File: src/fcpp_pkg.sv
// shared types and constants for the four channel position pid block
// no dependencies

package fcpp_pkg;

    localparam int LANES           = 4;
    localparam int LANE_W          = 2;
    localparam int INTEGRAL_WINDOW = 40;

    localparam int CNT_W  = 24;
    localparam int ERR_W  = CNT_W + 1;
    localparam int INT_W  = 20;
    localparam int DER_W  = ERR_W + 1;
    localparam int SUM_W  = ERR_W + 1;
    localparam int GAIN_W = 16;
    localparam int DRV_W  = 8;
    localparam int PRP_W  = GAIN_W + ERR_W;
    localparam int PRI_W  = GAIN_W + INT_W;
    localparam int PRD_W  = GAIN_W + DER_W;
    localparam int ACC_W  = PRD_W + 2;
    localparam int FRAC_W = 8;
    localparam int QUO_W  = ACC_W - FRAC_W;

    localparam int QDEPTH = 3;
    localparam int QPTR_W = 2;
    localparam int PEND_W = 2;

    localparam int CFG_IDX_W = 2;

    localparam logic signed [GAIN_W-1:0] GAIN_P_RST = GAIN_W'(256);
    localparam logic signed [GAIN_W-1:0] GAIN_I_RST = '0;
    localparam logic signed [GAIN_W-1:0] GAIN_D_RST = '0;

    localparam logic signed [ERR_W-1:0] WIN_POS = ERR_W'(INTEGRAL_WINDOW);
    localparam logic signed [ERR_W-1:0] WIN_NEG = -WIN_POS;

    localparam logic signed [SUM_W-1:0] INT_MAX = SUM_W'((1 << (INT_W - 1)) - 1);
    localparam logic signed [SUM_W-1:0] INT_MIN = -SUM_W'(1 << (INT_W - 1));

    localparam logic signed [QUO_W-1:0] DRV_MAX = QUO_W'(127);
    localparam logic signed [QUO_W-1:0] DRV_MIN = -DRV_MAX;
    localparam logic signed [ACC_W-1:0] DIV_BIAS = ACC_W'((1 << FRAC_W) - 1);

    localparam logic [LANE_W-1:0] LANE_LAST = LANE_W'(LANES - 1);

    typedef enum logic [CFG_IDX_W-1:0] {
        CFG_GAIN_P = 2'd0,
        CFG_GAIN_I = 2'd1,
        CFG_GAIN_D = 2'd2
    } cfg_index_t;

    typedef struct packed {
        logic                valid;
        logic [LANE_W-1:0]   lane;
        logic                start;
        logic                zt;
        logic                done;
    } lane_ctl_t;

    typedef struct packed {
        logic signed [INT_W-1:0] integ;
        logic signed [ERR_W-1:0] last;
    } state_word_t;

    typedef struct packed {
        logic                     done;
        logic [LANES*DRV_W-1:0]   drv;
    } result_t;

endpackage

File: src/fcpp_lane_update.sv
// per lane state memory with read, update and write back of integral and last error
// depends on fcpp_pkg

module fcpp_lane_update
    import fcpp_pkg::*;
(
    input  logic                     aclk,
    input  logic                     aresetn,
    input  lane_ctl_t                iss_ctl,
    input  logic signed [CNT_W-1:0]  iss_tgt,
    input  logic signed [CNT_W-1:0]  iss_cnt,
    output lane_ctl_t                upd_ctl,
    output logic signed [ERR_W-1:0]  upd_err,
    output logic signed [INT_W-1:0]  upd_integ,
    output logic signed [DER_W-1:0]  upd_deriv
);

    state_word_t              mem [LANES];
    logic [LANES-1:0]         vld_reg;
    state_word_t              rd_data_reg;
    logic                     rd_ok_reg;

    lane_ctl_t                ctl1_reg;
    logic signed [CNT_W-1:0]  tgt1_reg;
    logic signed [CNT_W-1:0]  cnt1_reg;

    lane_ctl_t                ctl2_reg;
    logic signed [ERR_W-1:0]  err2_reg;
    logic signed [INT_W-1:0]  integ2_reg;
    logic signed [DER_W-1:0]  deriv2_reg;

    logic signed [ERR_W-1:0]  tgt_ext;
    logic signed [ERR_W-1:0]  err;
    logic signed [INT_W-1:0]  old_integ;
    logic signed [ERR_W-1:0]  old_last;
    logic signed [SUM_W-1:0]  int_sum;
    logic signed [INT_W-1:0]  integ_next;
    logic signed [DER_W-1:0]  deriv;
    logic                     mem_we;
    state_word_t              wr_word;
    lane_ctl_t                ctl2_next;

    // registered read port
    always_ff @(posedge aclk) begin
        rd_data_reg <= mem[iss_ctl.lane];
        tgt1_reg    <= iss_tgt;
        cnt1_reg    <= iss_cnt;
        if (!aresetn) begin
            ctl1_reg  <= '0;
            rd_ok_reg <= 1'b0;
        end else begin
            ctl1_reg  <= iss_ctl;
            rd_ok_reg <= vld_reg[iss_ctl.lane];
        end
    end

    always_comb begin
        tgt_ext = ERR_W'(tgt1_reg);
        err     = ERR_W'(tgt1_reg) - ERR_W'(cnt1_reg);

        if (ctl1_reg.start || !rd_ok_reg) begin
            old_integ = '0;
        end else begin
            old_integ = rd_data_reg.integ;
        end
        if (ctl1_reg.start) begin
            old_last = tgt_ext;
        end else if (!rd_ok_reg) begin
            old_last = '0;
        end else begin
            old_last = rd_data_reg.last;
        end

        int_sum = SUM_W'(old_integ) + SUM_W'(err);
        priority if (err == '0 || err > WIN_POS || err < WIN_NEG) begin
            integ_next = '0;
        end else if (int_sum > INT_MAX) begin
            integ_next = INT_MAX[INT_W-1:0];
        end else if (int_sum < INT_MIN) begin
            integ_next = INT_MIN[INT_W-1:0];
        end else begin
            integ_next = int_sum[INT_W-1:0];
        end

        deriv = DER_W'(err) - DER_W'(old_last);

        // zero target leaves state alone unless a move starts
        mem_we = ctl1_reg.valid && (!ctl1_reg.zt || ctl1_reg.start);
        if (ctl1_reg.zt) begin
            wr_word.integ = '0;
            wr_word.last  = tgt_ext;
        end else begin
            wr_word.integ = integ_next;
            wr_word.last  = err;
        end

        ctl2_next      = ctl1_reg;
        ctl2_next.done = ctl1_reg.zt || (err == '0);
    end

    always_ff @(posedge aclk) begin
        if (mem_we) begin
            mem[ctl1_reg.lane] <= wr_word;
        end
    end

    always_ff @(posedge aclk) begin
        if (!aresetn) begin
            vld_reg <= '0;
        end else if (mem_we) begin
            vld_reg[ctl1_reg.lane] <= 1'b1;
        end
    end

    always_ff @(posedge aclk) begin
        err2_reg   <= err;
        integ2_reg <= integ_next;
        deriv2_reg <= deriv;
        if (!aresetn) begin
            ctl2_reg <= '0;
        end else begin
            ctl2_reg <= ctl2_next;
        end
    end

    assign upd_ctl   = ctl2_reg;
    assign upd_err   = err2_reg;
    assign upd_integ = integ2_reg;
    assign upd_deriv = deriv2_reg;

endmodule

File: src/fcpp_drive_calc.sv
// gain multiply, sum, divide by 256 toward zero and drive saturation for one lane
// depends on fcpp_pkg

module fcpp_drive_calc
    import fcpp_pkg::*;
(
    input  logic                      aclk,
    input  logic                      aresetn,
    input  logic signed [GAIN_W-1:0]  gain_p,
    input  logic signed [GAIN_W-1:0]  gain_i,
    input  logic signed [GAIN_W-1:0]  gain_d,
    input  lane_ctl_t                 upd_ctl,
    input  logic signed [ERR_W-1:0]   upd_err,
    input  logic signed [INT_W-1:0]   upd_integ,
    input  logic signed [DER_W-1:0]   upd_deriv,
    output lane_ctl_t                 drv_ctl,
    output logic signed [DRV_W-1:0]   drv_value
);

    lane_ctl_t                ctl3_reg;
    logic signed [PRP_W-1:0]  prp_reg;
    logic signed [PRI_W-1:0]  pri_reg;
    logic signed [PRD_W-1:0]  prd_reg;

    lane_ctl_t                ctl4_reg;
    logic signed [ACC_W-1:0]  acc_reg;

    logic signed [ACC_W-1:0]  acc_adj;
    logic signed [QUO_W-1:0]  quo;

    always_ff @(posedge aclk) begin
        prp_reg <= gain_p * upd_err;
        pri_reg <= gain_i * upd_integ;
        prd_reg <= gain_d * upd_deriv;
        if (!aresetn) begin
            ctl3_reg <= '0;
        end else begin
            ctl3_reg <= upd_ctl;
        end
    end

    always_ff @(posedge aclk) begin
        acc_reg <= ACC_W'(prp_reg) + ACC_W'(pri_reg) + ACC_W'(prd_reg);
        if (!aresetn) begin
            ctl4_reg <= '0;
        end else begin
            ctl4_reg <= ctl3_reg;
        end
    end

    always_comb begin
        // bias negatives so the shift truncates toward zero
        acc_adj = acc_reg[ACC_W-1] ? (acc_reg + DIV_BIAS) : acc_reg;
        quo     = acc_adj[ACC_W-1:FRAC_W];
        priority if (ctl4_reg.zt) begin
            drv_value = '0;
        end else if (quo > DRV_MAX) begin
            drv_value = DRV_MAX[DRV_W-1:0];
        end else if (quo < DRV_MIN) begin
            drv_value = DRV_MIN[DRV_W-1:0];
        end else begin
            drv_value = quo[DRV_W-1:0];
        end
    end

    assign drv_ctl = ctl4_reg;

endmodule

File: src/fcpp_result_queue.sv
// small result queue that decouples the lane pipeline from the output channel
// depends on fcpp_pkg

module fcpp_result_queue
    import fcpp_pkg::*;
(
    input  logic     aclk,
    input  logic     aresetn,
    input  logic     push,
    input  result_t  push_data,
    output logic     out_valid,
    input  logic     out_ready,
    output result_t  out_data
);

    result_t              q_mem [QDEPTH];
    logic [QPTR_W-1:0]    head_reg;
    logic [QPTR_W-1:0]    tail_reg;
    logic [QPTR_W-1:0]    count_reg;
    logic [QPTR_W-1:0]    head_next;
    logic [QPTR_W-1:0]    tail_next;
    logic [QPTR_W-1:0]    count_next;
    logic                 pop;

    assign out_valid = (count_reg != '0);
    assign out_data  = q_mem[head_reg];
    assign pop       = out_valid && out_ready;

    always_comb begin
        head_next  = (head_reg == QPTR_W'(QDEPTH - 1)) ? '0 : head_reg + 1'b1;
        tail_next  = (tail_reg == QPTR_W'(QDEPTH - 1)) ? '0 : tail_reg + 1'b1;
        count_next = count_reg + QPTR_W'(push) - QPTR_W'(pop);
    end

    always_ff @(posedge aclk) begin
        if (push) begin
            q_mem[tail_reg] <= push_data;
        end
    end

    always_ff @(posedge aclk) begin
        if (!aresetn) begin
            head_reg  <= '0;
            tail_reg  <= '0;
            count_reg <= '0;
        end else begin
            if (pop) begin
                head_reg <= head_next;
            end
            if (push) begin
                tail_reg <= tail_next;
            end
            count_reg <= count_next;
        end
    end

endmodule

File: src/four_channel_pid_position.sv
// Four channel position PID controller with integral reset.
// Slave channel s_*: one control tick per transaction, four targets, four encoder
// counts and the start flag. Master channel m_*: four saturated drives and the done flag.
// Gains are written through cfg_we / cfg_index / cfg_data; the user must write them only
// while the block is idle, which the block does not enforce; index 0 proportional,
// 1 integral, 2 derivative, all signed Q8.8. The per channel integral and last error live
// in a four entry memory with a registered read port; one channel is read, updated and
// written back per cycle. A new transaction is not accepted before the last of the four
// channels of the previous one is issued, as the lane sequencer walks them in turn.
// Each result is registered in fcpp_lane_update and fcpp_drive_calc before the buffer.
// Up to three results are buffered; when the receiver stalls, s_tready drops once
// three transactions are accepted but not yet delivered, and nothing is lost.
// Reset clears the integrals and last errors to zero, the gains to 1.0, 0 and 0,
// and empties the pipeline and the result buffer.
// depends on fcpp_pkg, fcpp_lane_update, fcpp_drive_calc, fcpp_result_queue

module four_channel_pid_position
    import fcpp_pkg::*;
(
    input  logic                      aclk,
    input  logic                      aresetn,
    input  logic                      cfg_we,
    input  logic [CFG_IDX_W-1:0]      cfg_index,
    input  logic [GAIN_W-1:0]         cfg_data,
    input  logic                      s_tvalid,
    output logic                      s_tready,
    // target_rb, target_lb, target_rf, target_lf, count_rb, count_lb, count_rf, count_lf
    input  logic [2*LANES*CNT_W-1:0]  s_tdata,
    // start_req
    input  logic                      s_tuser,
    output logic                      m_tvalid,
    input  logic                      m_tready,
    // drive_rb, drive_lb, drive_rf, drive_lf
    output logic [LANES*DRV_W-1:0]    m_tdata,
    // done_res
    output logic                      m_tuser
);

    logic signed [GAIN_W-1:0]  gain_p_reg;
    logic signed [GAIN_W-1:0]  gain_i_reg;
    logic signed [GAIN_W-1:0]  gain_d_reg;

    logic signed [CNT_W-1:0]   tgt_reg [LANES];
    logic signed [CNT_W-1:0]   cnt_reg [LANES];
    logic                      start_reg;
    logic                      zt_reg;
    logic                      in_valid_reg;
    logic [LANE_W-1:0]         lane_reg;
    logic [PEND_W-1:0]         pend_reg;
    logic [PEND_W-1:0]         pend_next;

    logic                      s_acc;
    logic                      m_acc;
    logic                      zt_in;
    lane_ctl_t                 iss_ctl;

    lane_ctl_t                 upd_ctl;
    logic signed [ERR_W-1:0]   upd_err;
    logic signed [INT_W-1:0]   upd_integ;
    logic signed [DER_W-1:0]   upd_deriv;
    lane_ctl_t                 drv_ctl;
    logic signed [DRV_W-1:0]   drv_value;

    logic [LANES*DRV_W-1:0]    asm_drv_reg;
    logic                      asm_done_reg;
    logic                      asm_done_next;
    logic                      push;
    result_t                   push_data;
    result_t                   out_data;

    // gain registers
    always_ff @(posedge aclk) begin
        if (!aresetn) begin
            gain_p_reg <= GAIN_P_RST;
            gain_i_reg <= GAIN_I_RST;
            gain_d_reg <= GAIN_D_RST;
        end else if (cfg_we) begin
            unique case (cfg_index)
                CFG_GAIN_P: gain_p_reg <= cfg_data;
                CFG_GAIN_I: gain_i_reg <= cfg_data;
                CFG_GAIN_D: gain_d_reg <= cfg_data;
                default: ;
            endcase
        end
    end

    // input capture and lane sequencer
    assign s_tready = (!in_valid_reg || lane_reg == LANE_LAST) && (pend_reg < PEND_W'(QDEPTH));
    assign s_acc    = s_tvalid && s_tready;
    assign m_acc    = m_tvalid && m_tready;

    always_comb begin
        zt_in = 1'b0;
        for (int k = 0; k < LANES; k++) begin
            if (s_tdata[k*CNT_W +: CNT_W] == '0) begin
                zt_in = 1'b1;
            end
        end
        pend_next = pend_reg + PEND_W'(s_acc) - PEND_W'(m_acc);
    end

    always_ff @(posedge aclk) begin
        if (s_acc) begin
            for (int k = 0; k < LANES; k++) begin
                tgt_reg[k] <= s_tdata[k*CNT_W +: CNT_W];
                cnt_reg[k] <= s_tdata[(LANES+k)*CNT_W +: CNT_W];
            end
            start_reg <= s_tuser;
            zt_reg    <= zt_in;
        end
    end

    always_ff @(posedge aclk) begin
        if (!aresetn) begin
            in_valid_reg <= 1'b0;
            lane_reg     <= '0;
            pend_reg     <= '0;
        end else begin
            pend_reg <= pend_next;
            if (in_valid_reg) begin
                if (lane_reg == LANE_LAST) begin
                    in_valid_reg <= s_acc;
                    lane_reg     <= '0;
                end else begin
                    lane_reg <= lane_reg + 1'b1;
                end
            end else if (s_acc) begin
                in_valid_reg <= 1'b1;
                lane_reg     <= '0;
            end
        end
    end

    always_comb begin
        iss_ctl.valid = in_valid_reg;
        iss_ctl.lane  = lane_reg;
        iss_ctl.start = start_reg;
        iss_ctl.zt    = zt_reg;
        iss_ctl.done  = 1'b0;
    end

    fcpp_lane_update u_lane_update (
        .aclk      (aclk),
        .aresetn   (aresetn),
        .iss_ctl   (iss_ctl),
        .iss_tgt   (tgt_reg[lane_reg]),
        .iss_cnt   (cnt_reg[lane_reg]),
        .upd_ctl   (upd_ctl),
        .upd_err   (upd_err),
        .upd_integ (upd_integ),
        .upd_deriv (upd_deriv)
    );

    fcpp_drive_calc u_drive_calc (
        .aclk      (aclk),
        .aresetn   (aresetn),
        .gain_p    (gain_p_reg),
        .gain_i    (gain_i_reg),
        .gain_d    (gain_d_reg),
        .upd_ctl   (upd_ctl),
        .upd_err   (upd_err),
        .upd_integ (upd_integ),
        .upd_deriv (upd_deriv),
        .drv_ctl   (drv_ctl),
        .drv_value (drv_value)
    );

    // gather the four lanes of one transaction
    always_comb begin
        asm_done_next  = ((drv_ctl.lane == '0) ? 1'b0 : asm_done_reg) | drv_ctl.done;
        push           = drv_ctl.valid && (drv_ctl.lane == LANE_LAST);
        push_data.done = asm_done_next;
        push_data.drv  = {drv_value, asm_drv_reg[(LANES-1)*DRV_W-1:0]};
    end

    always_ff @(posedge aclk) begin
        if (drv_ctl.valid) begin
            asm_drv_reg[drv_ctl.lane*DRV_W +: DRV_W] <= drv_value;
            asm_done_reg                             <= asm_done_next;
        end
    end

    fcpp_result_queue u_result_queue (
        .aclk      (aclk),
        .aresetn   (aresetn),
        .push      (push),
        .push_data (push_data),
        .out_valid (m_tvalid),
        .out_ready (m_tready),
        .out_data  (out_data)
    );

    assign m_tdata = out_data.drv;
    assign m_tuser = out_data.done;

endmodule

File: config.mk
export PLATFORM = sky130hd
export DESIGN_NAME = four_channel_pid_position
export DESIGN_NICKNAME = d
export VERILOG_FILES = /design/src/fcpp_pkg.sv /design/src/fcpp_lane_update.sv /design/src/fcpp_drive_calc.sv /design/src/fcpp_result_queue.sv /design/src/four_channel_pid_position.sv
export SDC_FILE = /design/constraint.sdc
export NUM_CORES = 2
export LEC_CHECK = 0
export BUFFER_PORTS_ARGS = -buffer_cell sky130_fd_sc_hd__buf_2
export CAP_MARGIN = 20
export CORE_MARGIN = 5
export CORE_UTILIZATION = 25
export CTS_BUF_LIST = sky130_fd_sc_hd__clkbuf_8
export DETAILED_ROUTE_END_ITERATION = 10
export GPL_TIMING_DRIVEN = 0
export PLACE_DENSITY = 0.49
export SYNTH_ARGS = -nofsm -noshare
export SYNTH_HDL_FRONTEND = slang
export SYNTH_HIERARCHICAL = 1
export SYNTH_SLANG_ARGS = --single-unit
File: constraint.sdc
create_clock -name aclk -period 13.7 [get_ports aclk]
set_clock_uncertainty 0.1 [all_clocks]
set_input_delay 1.37 -clock aclk [delete_from_list [all_inputs] [get_ports aclk]]
set_output_delay 1.37 -clock aclk [all_outputs]
set_load 0.005 [all_outputs]
==> summary.md <==
| Metric | Value |
|---|---|
| Status | finished clean |
| WS Path Type | reg -> reg |
| Fill count | 32500 |
| CP arrival | 9.67 ns |
| Layout cells sized above 1 | 0.0888 |
| Die Span Y | 566 um |
| Final wirelength | 239 mm |
| Internal Power | 6.89 mW |
| Power density over the cells | 139 nW/um^2 |
| Setup WS pre-CTS | 4.65 ns |
| Hold EP | u_drive_calc/drv_ctl[0] |
| Placed cell area | 84000 um^2 |
| TritonCTS Sinks | 912 |
| Commonest non-fill, non-tap cell in the layout | inv_1 |
| CTS tree | yes |
| Top reg by flops | u_lane_update/mem |
| Largest net degree at the start of global routing | 139 |
| Antenna Nets Post-Route | 0 |
| Crit path capture type | register |
| DRT Pass-1 Iters | 5 |
| GPL Wtd Cong | 0.901 |
| Warnings, synthesis | 6 |
| Pwr Total | 12.2 mW |
| Psw | 5.30 mW |
| Sequential share of power | 0.319 |
| Vias per inst | 4.44 |
| Initial antenna violation count | 19 |
| Commonest cells after routing, fill and taps aside | 1444 x inv_1, 1154 x fa_1, 898 x nand2_1, 538 x and2_1, 498 x edfxtp_1 |
| CTS max path bufs | 4 |
| Logic gate share of total power | 0.461 |
| Tmin final | 9.04 ns |
| Starting Density | 0.251 |
| Hpwl dp | 196 mm |
| Worst-Skew Late Latency | 0.94 ns |
| Sw frac | 0.435 |
| Root Buffer | clkbuf_8 |
| Cells after Synth | 7235 |
| Worst hold path class | reg -> reg |
| Unrepaired setup endpoints after global routing | no |
| Net Count, Synth | 9014 |
| IO Pins | 251 |
| Avg Cell Area, Syn | 10.7 um^2 |
| Clock edge transition at the registers on the reported setup and hold paths | 0.06 ns |
| Hold depth | 1 |
| Num CTS Buffers | 168 |
| Vias in the first global route | 56800 |
| Achievable Freq | 111 MHz |
| Via count | 53000 |
| Reg2reg end | u_drive_calc/prp_reg[39] |
| Min-delay src | u_drive_calc/ctl3_reg[0] |
| Clock power share | 0.220 |
| Rel. slew slack | 0.238 |
| DR WL met3 | 14.6 mm |
| Slew Limit Fails | 0 |
| Mapped Area | 77300 um^2 |
| FF-to-FF setup slack | 4.66 ns |
| FF-to-FF path depth | 25 |
| Htree depth | 4 |
| Die area | 320000 um^2 |
| Core Region | 308000 um^2 |
| Port buffer count | 250 |
| Setup WS post-layout | 4.66 ns |
| Post-route cell area | 87500 um^2 |
| Worst-Margin Slew | 1.14 ns |
| R2r startpoint | gain_p_reg[9] |
| Max-Cap Viols | 0 |
| Fin crit share | 0.660 |
| Worst-path maximum fanout | 10 |
| Leak pwr | 38.9 nW |
| Setup TNS | 0 ns |
| Area Growth Syn to Fin | 13.2% |
| First-pass GRT wire length | 359 mm |
| Final hold vios | 0 |
| Grt ovf | 0 |
| # Post-CTS Setup Buffers | 0 |
| Post-layout nets | 9455 |
| CTS resizes | 0 |
| WL met1 | 105 mm |
| GRT Total Usage | 0.147 |
| Uppermost layer routed | met5 |
| Crit path launch type | register |
| Setup violators final | 0 |
| Peak supply drop | 0.100 mV |
| Initial drt markers | 3454 |
| DRC | 0 |
| Largest registers | u_lane_update/mem x180, u_result_queue/q_mem x99 |
| Largest register FFs | 180 |
| Crit path required time | 14.33 ns |
| Hold Buf Count CTS | 0 |
| Die X | 566 um |
| Routed len/inst | 20.0 um |
| Num rows | 204 |
| Met2 wire len | 112 mm |
## cell type report
type / count / area, um^2 / area share
buffer: 254 / 1100 / 0.0126
antenna: 11 / 27.5 / 0.000315
clock buffer: 194 / 2670 / 0.0305
inverter: 1395 / 5240 / 0.0599
timing repair buffer: 271 / 1550 / 0.0177
sequential: 912 / 23200 / 0.266
multi-input combinational: 4674 / 47700 / 0.546
tap: 4120 / 5150 / 0.0589
clock inverter: 107 / 766 / 0.00875
## routing by layer
| metal | GRT usage | vias up |
|---|---|---|
| met5 | 0 | - |
| met4 | 0.0478 | 4 |
| met3 | 0.0255 | 366 |
| met2 | 0.241 | 1690 |
| met1 | 0.197 | 27100 |
| li1 | - | 23800 |
## power groups by stage
stage / sequential [mW] / clock [mW] / combinational [mW]
global route: 3.92 / 2.91 / 6.33
floorplan: 3.56 / 0 / 4.00
global placement: 3.95 / 0 / 5.56
CTS: 3.89 / 2.79 / 5.65
detailed placement: 3.95 / 0 / 5.61
finish: 3.89 / 2.68 / 5.62
## per-stage QoR
step	instances	util	hold WS, ns
5_1_grt	11900	0.284	0.358
3_5_place_dp	11600	0.272	0.324
4_1_cts	11900	0.284	0.337
2_1_floorplan	7235	-	0.306
6_report	11900	0.284	0.333
3_3_place_gp	11600	0.271	0.324
## worst max-delay path, cell delays in order (launching register included)
cell and delay [ns]:
dfxtp_1 0.55, clkbuf_1 0.52, clkbuf_1 0.48, nand2_1 0.15, fa_1 0.56, inv_1 0.05, fa_1 0.52, inv_1 0.06
fa_1 0.47, inv_1 0.05, fa_1 0.50, fa_1 0.54, inv_1 0.05, fa_1 0.53, inv_1 0.04, ha_1 0.36
a21oi_1 0.24, o21ai_0 0.14, a221o_1 0.41, a2111o_1 0.41, a21o_1 0.23, a31oi_1 0.50, o311ai_1 0.24, o41ai_1 0.70
o21ai_1 0.16, xor2_1 0.34
## worst max path at each step
stage                        from                        to  slack, ns
floorplan           gain_p_reg[9]  u_drive_calc/prp_reg[39]       6.79
global placement    gain_p_reg[9]  u_drive_calc/prp_reg[39]       4.69
detailed placement  gain_p_reg[9]  u_drive_calc/prp_reg[39]       4.65
CTS                 gain_p_reg[9]  u_drive_calc/prp_reg[39]       4.65
global route        gain_p_reg[9]  u_drive_calc/prp_reg[39]       4.26
finish              gain_p_reg[9]  u_drive_calc/prp_reg[39]       4.66
Power figures use the tool's default switching activity.
